<file path="config.mk">
export PLATFORM = sky130hd
export DESIGN_NAME = envelope_deframer_crc32
export DESIGN_NICKNAME = d
export VERILOG_FILES = /design/src/rtl/core/edc_pkg.sv /design/src/rtl/core/envelope_deframer_crc32.sv /design/src/rtl/core/edc_cfg.sv /design/src/rtl/core/edc_parse.sv
export SDC_FILE = /design/constraint.sdc
export NUM_CORES = 1
export LEC_CHECK = 0
export BUFFER_PORTS_ARGS = -buffer_cell sky130_fd_sc_hd__buf_2
export CORE_ASPECT_RATIO = 2
export CORE_MARGIN = 2
export CORE_UTILIZATION = 60
export DETAILED_ROUTE_END_ITERATION = 8
export PLACE_DENSITY_LB_ADDON = 0.3
export SLEW_MARGIN = 15
export SYNTH_ARGS = -nofsm -noshare
export SYNTH_HDL_FRONTEND = slang
export SYNTH_SLANG_ARGS = --single-unit
</file>
<file path="constraint.sdc">
create_clock -name clk -period 7 [get_ports clk]
set_input_delay 0 -clock clk [delete_from_list [all_inputs] [get_ports clk]]
set_output_delay 0 -clock clk [all_outputs]
set_load 0.1 [all_outputs]
</file>
<file path="src/rtl/core/edc_pkg.sv">
`default_nettype none

package edc_pkg;

	localparam int unsigned HdrBytes = 10;
	localparam int unsigned TrlBytes = 4;
	localparam int unsigned MinBytes = 14;
	localparam logic [31:0] CrcPoly = 32'hEDB8_8320;
	localparam logic [31:0] CrcInit = 32'hFFFF_FFFF;
	localparam logic [31:0] MagicReset = 32'h5051_4F42;
	localparam logic [7:0] VersionReset = 8'd1;

	typedef enum logic [2:0] {
		ERR_NONE   = 3'd0,
		ERR_SHORT  = 3'd1,
		ERR_LENGTH = 3'd2,
		ERR_CRC    = 3'd3,
		ERR_HEADER = 3'd4
	} err_t;

	typedef enum logic {
		PH_HEADER = 1'b0,
		PH_BODY   = 1'b1
	} phase_t;

	typedef struct packed {
		logic [7:0] data_byte;
		logic       frame_last;
	} env_t;

	typedef struct packed {
		logic       payload_valid;
		logic [7:0] payload_byte;
		logic       frame_end;
		logic       frame_ok;
		logic [2:0] error_code;
		logic [7:0] attempts_out;
	} res_t;

	typedef struct packed {
		logic [31:0] expected_magic;
		logic [7:0]  expected_version;
	} cfg_t;

	// reflected CRC-32, one byte
	function automatic logic [31:0] crc_byte(input logic [31:0] crc, input logic [7:0] b);
		logic [31:0] c;
		c = crc ^ {24'd0, b};
		for (int k = 0; k < 8; k++) begin
			c = (c >> 1) ^ (CrcPoly & {32{c[0]}});
		end
		return c;
	endfunction

endpackage

`default_nettype wire

</file>
<file path="src/rtl/core/envelope_deframer_crc32.sv">
// channel   | handshake                    | payload
// ----------+------------------------------+---------------------------------
// env       | env_valid / env_stall        | env (data_byte, frame_last)
// res       | res_valid / res_stall        | res (payload and verdict fields)
// cfg       | APB psel/penable/pwrite      | paddr, pwdata, prdata
//
// One byte per cycle sustained while res is not stalled; a taken byte goes to
// the input register, then via parse and CRC step to the result register.
// Reset clears all frame state and loads the register defaults.
// A held result stalls the input register, which then stalls env.
`default_nettype none

module envelope_deframer_crc32 (
	input  wire logic          clk,
	input  wire logic          arst_n,
	input  wire logic          env_valid,
	output logic               env_stall,
	input  wire edc_pkg::env_t env,
	output logic               res_valid,
	input  wire logic          res_stall,
	output edc_pkg::res_t      res,
	input  wire logic          psel,
	input  wire logic          penable,
	input  wire logic          pwrite,
	input  wire logic [2:0]    paddr,
	input  wire logic [31:0]   pwdata,
	output logic [31:0]        prdata,
	output logic               pready
);
	import edc_pkg::*;

	cfg_t  cfg;
	env_t  env_s1;
	logic  valid_s1;
	res_t  res_s2, res_n;
	logic  valid_s2;
	logic  adv, proc, hit, take;

	edc_cfg u_cfg (
		.clk     (clk),
		.arst_n  (arst_n),
		.psel    (psel),
		.penable (penable),
		.pwrite  (pwrite),
		.paddr   (paddr),
		.pwdata  (pwdata),
		.prdata  (prdata),
		.pready  (pready),
		.cfg     (cfg)
	);

	edc_parse u_parse (
		.clk    (clk),
		.arst_n (arst_n),
		.proc   (proc),
		.env_s1 (env_s1),
		.cfg    (cfg),
		.res    (res_n),
		.hit    (hit)
	);

	assign adv       = !valid_s2 || !res_stall;
	assign proc      = valid_s1 && adv;
	assign env_stall = valid_s1 && !adv;
	assign take      = env_valid && !env_stall;

	always_ff @(posedge clk or negedge arst_n) begin
		if (!arst_n) begin
			valid_s1 <= 1'b0;
		end else if (take) begin
			valid_s1 <= 1'b1;
		end else if (proc) begin
			valid_s1 <= 1'b0;
		end
	end

	always_ff @(posedge clk) begin
		if (take) begin
			env_s1 <= env;
		end
	end

	always_ff @(posedge clk or negedge arst_n) begin
		if (!arst_n) begin
			valid_s2 <= 1'b0;
		end else if (adv) begin
			valid_s2 <= proc && hit;
		end
	end

	always_ff @(posedge clk) begin
		if (proc) begin
			res_s2 <= res_n;
		end
	end

	assign res_valid = valid_s2;
	assign res       = res_s2;

endmodule

`default_nettype wire

</file>
<file path="src/rtl/core/edc_cfg.sv">
`default_nettype none

module edc_cfg (
	input  wire logic             clk,
	input  wire logic             arst_n,
	input  wire logic             psel,
	input  wire logic             penable,
	input  wire logic             pwrite,
	input  wire logic [2:0]       paddr,
	input  wire logic [31:0]      pwdata,
	output logic [31:0]           prdata,
	output logic                  pready,
	output edc_pkg::cfg_t         cfg
);
	import edc_pkg::*;

	typedef enum logic {
		REG_MAGIC   = 1'b0,
		REG_VERSION = 1'b1
	} reg_t;

	logic [31:0] magic_q;
	logic [7:0]  version_q;
	logic        wr;
	reg_t        sel;

	assign pready = 1'b1;
	assign wr     = psel && penable && pwrite && pready;
	// word address; byte lane bits are ignored
	assign sel    = reg_t'(paddr[2]);

	always_ff @(posedge clk or negedge arst_n) begin
		if (!arst_n) begin
			magic_q   <= MagicReset;
			version_q <= VersionReset;
		end else if (wr) begin
			unique case (sel)
				REG_MAGIC:   magic_q   <= pwdata;
				REG_VERSION: version_q <= pwdata[7:0];
				default: ;
			endcase
		end
	end

	always_comb begin
		unique case (sel)
			REG_MAGIC:   prdata = magic_q;
			REG_VERSION: prdata = {24'd0, version_q};
			default:     prdata = 32'd0;
		endcase
	end

	assign cfg.expected_magic   = magic_q;
	assign cfg.expected_version = version_q;

endmodule

`default_nettype wire

</file>
<file path="src/rtl/core/edc_parse.sv">
`default_nettype none

module edc_parse (
	input  wire logic          clk,
	input  wire logic          arst_n,
	input  wire logic          proc,
	input  wire edc_pkg::env_t env_s1,
	input  wire edc_pkg::cfg_t cfg,
	output edc_pkg::res_t      res,
	output logic               hit
);
	import edc_pkg::*;

	logic [31:0] crc_q, crc_n;
	logic [3:0]  hidx_q, hidx_n;
	phase_t      phase_q, phase_n;
	logic [31:0] dlen_q, dlen_n;
	logic [31:0] pcnt_q, pcnt_n;
	logic [31:0] magic_q, magic_n;
	logic [7:0]  ver_q, ver_n;
	logic [7:0]  att_q, att_n;
	logic [31:0] tword_q, tword_n;
	logic [2:0]  tcnt_q, tcnt_n;
	logic [3:0]  tot_q, tot_n;
	logic        ovr_q, ovr_n;
	logic        pvalid;
	logic [7:0]  b;
	logic [32:0] exp_q33, exp_n33;
	err_t        err;

	assign b       = env_s1.data_byte;
	assign crc_n   = (tcnt_q >= 3'(TrlBytes)) ? crc_byte(crc_q, tword_q[7:0]) : crc_q;
	assign tcnt_n  = (tcnt_q >= 3'(TrlBytes)) ? tcnt_q : tcnt_q + 3'd1;
	assign tword_n = {b, tword_q[31:8]};
	assign tot_n   = (tot_q < 4'(MinBytes)) ? tot_q + 4'd1 : tot_q;
	assign exp_q33 = {1'b0, dlen_q} + 33'(TrlBytes);

	// next state
	always_comb begin
		hidx_n  = hidx_q;
		phase_n = phase_q;
		dlen_n  = dlen_q;
		pcnt_n  = pcnt_q;
		magic_n = magic_q;
		ver_n   = ver_q;
		att_n   = att_q;
		ovr_n   = ovr_q;
		pvalid  = 1'b0;
		if (phase_q == PH_HEADER) begin
			unique case (hidx_q)
				4'd0: magic_n[7:0]   = b;
				4'd1: magic_n[15:8]  = b;
				4'd2: magic_n[23:16] = b;
				4'd3: magic_n[31:24] = b;
				4'd4: ver_n          = b;
				4'd5: att_n          = b;
				4'd6: dlen_n[7:0]    = b;
				4'd7: dlen_n[15:8]   = b;
				4'd8: dlen_n[23:16]  = b;
				4'd9: dlen_n[31:24]  = b;
				default: ;
			endcase
			hidx_n = hidx_q + 4'd1;
			if (hidx_q >= 4'(HdrBytes - 1)) begin
				phase_n = PH_BODY;
			end
		end else begin
			if ({1'b0, pcnt_q} >= exp_q33) begin
				ovr_n = 1'b1;
			end else begin
				pvalid = pcnt_q < dlen_q;
				pcnt_n = pcnt_q + 32'd1;
			end
		end
	end

	assign exp_n33 = {1'b0, dlen_n} + 33'(TrlBytes);

	// verdict and result
	always_comb begin
		priority if (tot_n < 4'(MinBytes)) begin
			err = ERR_SHORT;
		end else if (tword_n != (crc_n ^ CrcInit)) begin
			err = ERR_CRC;
		end else if (magic_n != cfg.expected_magic || ver_n != cfg.expected_version) begin
			err = ERR_HEADER;
		end else if (ovr_n || phase_n != PH_BODY || {1'b0, pcnt_n} != exp_n33) begin
			err = ERR_LENGTH;
		end else begin
			err = ERR_NONE;
		end
		res.payload_valid = pvalid;
		res.payload_byte  = pvalid ? b : 8'd0;
		res.frame_end     = env_s1.frame_last;
		res.frame_ok      = env_s1.frame_last && (err == ERR_NONE);
		res.error_code    = env_s1.frame_last ? err : ERR_NONE;
		res.attempts_out  = (env_s1.frame_last && (err == ERR_NONE)) ? att_n : 8'd0;
		hit               = pvalid || env_s1.frame_last;
	end

	always_ff @(posedge clk or negedge arst_n) begin
		if (!arst_n) begin
			crc_q   <= CrcInit;
			hidx_q  <= 4'd0;
			phase_q <= PH_HEADER;
			dlen_q  <= 32'd0;
			pcnt_q  <= 32'd0;
			magic_q <= 32'd0;
			ver_q   <= 8'd0;
			att_q   <= 8'd0;
			tword_q <= 32'd0;
			tcnt_q  <= 3'd0;
			tot_q   <= 4'd0;
			ovr_q   <= 1'b0;
		end else if (proc) begin
			if (env_s1.frame_last) begin
				crc_q   <= CrcInit;
				hidx_q  <= 4'd0;
				phase_q <= PH_HEADER;
				dlen_q  <= 32'd0;
				pcnt_q  <= 32'd0;
				magic_q <= 32'd0;
				ver_q   <= 8'd0;
				att_q   <= 8'd0;
				tword_q <= 32'd0;
				tcnt_q  <= 3'd0;
				tot_q   <= 4'd0;
				ovr_q   <= 1'b0;
			end else begin
				crc_q   <= crc_n;
				hidx_q  <= hidx_n;
				phase_q <= phase_n;
				dlen_q  <= dlen_n;
				pcnt_q  <= pcnt_n;
				magic_q <= magic_n;
				ver_q   <= ver_n;
				att_q   <= att_n;
				tword_q <= tword_n;
				tcnt_q  <= tcnt_n;
				tot_q   <= tot_n;
				ovr_q   <= ovr_n;
			end
		end
	end

endmodule

`default_nettype wire

</file>
==> results.sh <==
export IMPL_gr_total_overflow=0
export IMPL_path_delay_family="simple AND/OR/NAND/NOR gates"
export IMPL_cp_required_ns=7.41
export IMPL_antenna_found_initial=4
export IMPL_mostFrequentLayoutCells="nand2_1, dfrtp_1, o21ai_0"
export IMPL_cts_tree="yes"
export IMPL_synth_edff_count=31
export IMPL_start_util=0.610
export IMPL_r2r_end="res[2]"
export IMPL_synth_main_ff_cell="dfrtp_1"
export IMPL_final_common_cell="nand2_1"
export IMPL_r2r_slack_ns=0.54
export IMPL_pin_count=108
export IMPL_path_class="flop to flop"
export IMPL_netlist_area_um2=18400
export IMPL_seq_area_frac_synth=0.368
export IMPL_finalPower_mw=7.62
export IMPL_clkTransAtPathRegs_ns=0.07
export IMPL_area_delta_synth_final_pct=10.8
export IMPL_cts_buffer_depth=3
export IMPL_netlist_instances=1999
export IMPL_post_drt_wl_per_cell_um=26.5
export IMPL_startpoint_type="flop"
export IMPL_reg2regPathDepth=19
export IMPL_period_needed_ns=6.46
export IMPL_regToRegStartpoint="u_parse.dlen_q[4]"
export IMPL_rows=90
export IMPL_clockRootBuffer="clkbuf_16"
export IMPL_nNetsFinal=2214
export IMPL_ys_types=90
export IMPL_async_flop_share=0.882
export IMPL_finalHoldViolations=0
export IMPL_path_cells="nand4_2, or3_1, or2_2, nor3_1, nand2_1, nor3_1, nand3_1, xnor2_1, ha_1, nand4_1, o221ai_1, nand2_1, nand2_1, nor2_1, buf_4, o311ai_0, nor4b_2, nand4_2, a21oi_1"
export IMPL_drc=0
export IMPL_worst_pin_slew_ns=1.16
export IMPL_worstPathArrival_ns=6.86
export IMPL_grt_start_max_net_pins=92
export IMPL_htree_levels=1
export IMPL_ys_ff_latch=262
export IMPL_cp_buffers_inverters=1
export IMPL_power_density_nw_per_um2=374
export IMPL_place_gp_congestion=1.02
export IMPL_grt_first_pass_wirelength_mm=98.7
export IMPL_cp_max_fo=11
export IMPL_grt_pass1_vias=16964
export IMPL_status="finished clean"
export IMPL_ir_drop_mv=0.293
export IMPL_numCtsBuffers=25
export IMPL_relSlewSlack=0.224
export IMPL_fin_skew_ns=0.0192
export IMPL_slew_viol_final=0
export IMPL_timing_max_cap_violations=0
export IMPL_finalSetupViolations=0
export IMPL_cts_resized=0
export IMPL_dieArea_um2=32200
export IMPL_die_y_um=252
export IMPL_core_um2=30200
export IMPL_ant_nets=0
export IMPL_cts_setup_buffers=0
export IMPL_vias=16483
export IMPL_fmax_mhz=155
export IMPL_cpPeakStageDelay_ns=0.76
export IMPL_syn_nets=2122
export IMPL_port_buffers=104
export IMPL_drive_gt1_frac=0.151
export IMPL_first_iter_violations=1216
export IMPL_tns_ns=0
export IMPL_cpMaxStageDelayCell="o221ai_1"
export IMPL_die_w_um=128
export IMPL_dp_hpwl_mm=46.8
export IMPL_finalCritPeriodShare=0.922
export IMPL_clock_latency_ns=0.57
export IMPL_clock_sinks=262
export IMPL_min_path_type="primary input to asynchronous set/reset pin"
export IMPL_rsz0062_at_grt="false"
export IMPL_firstDrtPassIters=7
export IMPL_yosysWarnings=0
export IMPL_cp_end_kind="flop"
export IMPL_wl_mm=65.9
export IMPL_avgSynthCellArea_um2=9.21
export IMPL_via_per_inst=6.64
export IMPL_p_leak_nw=8.74
export IMPL_grt_usage=0.412
export IMPL_crit_top_cell="nand2_1"
[metal layers]
| layer | GRT usage | part of all wire | vias to the layer above |
|---|---|---|---|
| met5 | 0 | 0.00038 | - |
| met4 | 0.446 | 0.13 | 4 |
| met3 | 0.0908 | 0.069 | 433 |
| li1 | - | - | 7336 |
| met2 | 0.702 | 0.49 | 792 |
| met1 | 0.378 | 0.30 | 7918 |
[cell usage after synthesis, types with 13 or more instances]
cell / number / area [um^2]
edfxtp_1: 31 / 931
buf_2: 13 / 65.1
nand2_1: 246 / 923
a22oi_1: 55 / 413
mux2i_1: 87 / 871
mux2_2: 53 / 597
nor4_1: 15 / 93.8
buf_1: 16 / 60.1
nor3_1: 37 / 185
o22ai_1: 31 / 194
nand3_1: 63 / 315
nor2b_1: 35 / 219
inv_1: 55 / 206
ha_1: 72 / 901
nor2_1: 102 / 383
xor2_1: 73 / 639
xnor3_1: 14 / 315
a21oi_1: 115 / 576
dfstp_2: 45 / 1180
o21ai_0: 147 / 736
clkbuf_1: 80 / 300
and3_1: 20 / 125
a21o_1: 16 / 120
nand4_1: 46 / 288
xnor2_1: 135 / 1180
and2_1: 17 / 106
dfrtp_1: 186 / 4650
[sequential cells by signal (all words and copies together), names as in the netlist, 9 cells and up]
register         count
u_parse.tword_q     32
res                 22
u_parse.pcnt_q      32
u_cfg.magic_q       32
env_s1               9
u_parse.dlen_q      32
u_parse.magic_q     32
u_parse.crc_q       32
[power breakdown]
part           leakage [nW]  internal, mW  switching, mW
clock network         0.373         0.705          0.633
logic                  5.13          1.46           2.43
registers              3.23          1.96          0.437
[worst max-delay path by stage]
stage,from,endpoint,cells past startpoint
6_report,u_parse.dlen_q[4],res[2],19
3_5_place_dp,u_parse.dlen_q[4],res[2],19
5_1_grt,u_parse.dlen_q[4],res[2],19
3_3_place_gp,u_parse.dlen_q[4],res[1],19
4_1_cts,u_parse.dlen_q[4],res[2],19
2_1_floorplan,u_parse.dlen_q[4],res[0],22
[what timing repair did]
| action | in CTS | in global routing |
|---|---|---|
| hold buffers | 45 | 0 |
| endpoints found under the hold margin | 140 | 0 |
| endpoints found under the setup margin | 0 | 0 |
[logic make-up (layout without fill, tap and decap cells)]
group,after synthesis,after routing,synth area share
flops,262,262,0.368
simple gates,635,635,0.172
fa+ha+maj,72,72,0.0489
mux,143,143,0.0821
other cells,1,4,0.000204
xor+xnor,233,233,0.127
buf+inv,183,294,0.0427
compound gates,470,470,0.159
[metrics by stage]
step	cells	instance area, um^2	util	hold WS (ns)	setup slack (ns)
3_3_place_gp	2387	19200	0.635	0.0773	0.866
2_1_floorplan	1999	18400	-	-0.296	2.11
4_1_cts	2478	20400	0.676	0.0891	0.731
6_report	2481	20400	0.676	0.0746	0.543
3_5_place_dp	2387	19200	0.635	0.0869	0.740
5_1_grt	2480	20400	0.676	0.137	0.151
[cell type report]
class                      count  area (um^2)
multi-input combinational   1554        10900
clock inverter                17          118
tap                          368          460
fill                        2398         9780
timing repair buffer         191         1310
clock buffer                  29          651
antenna                        3         7.51
inverter                      57          214
sequential                   262         6770
No activity file was read; power rests on OpenSTA's default activity.
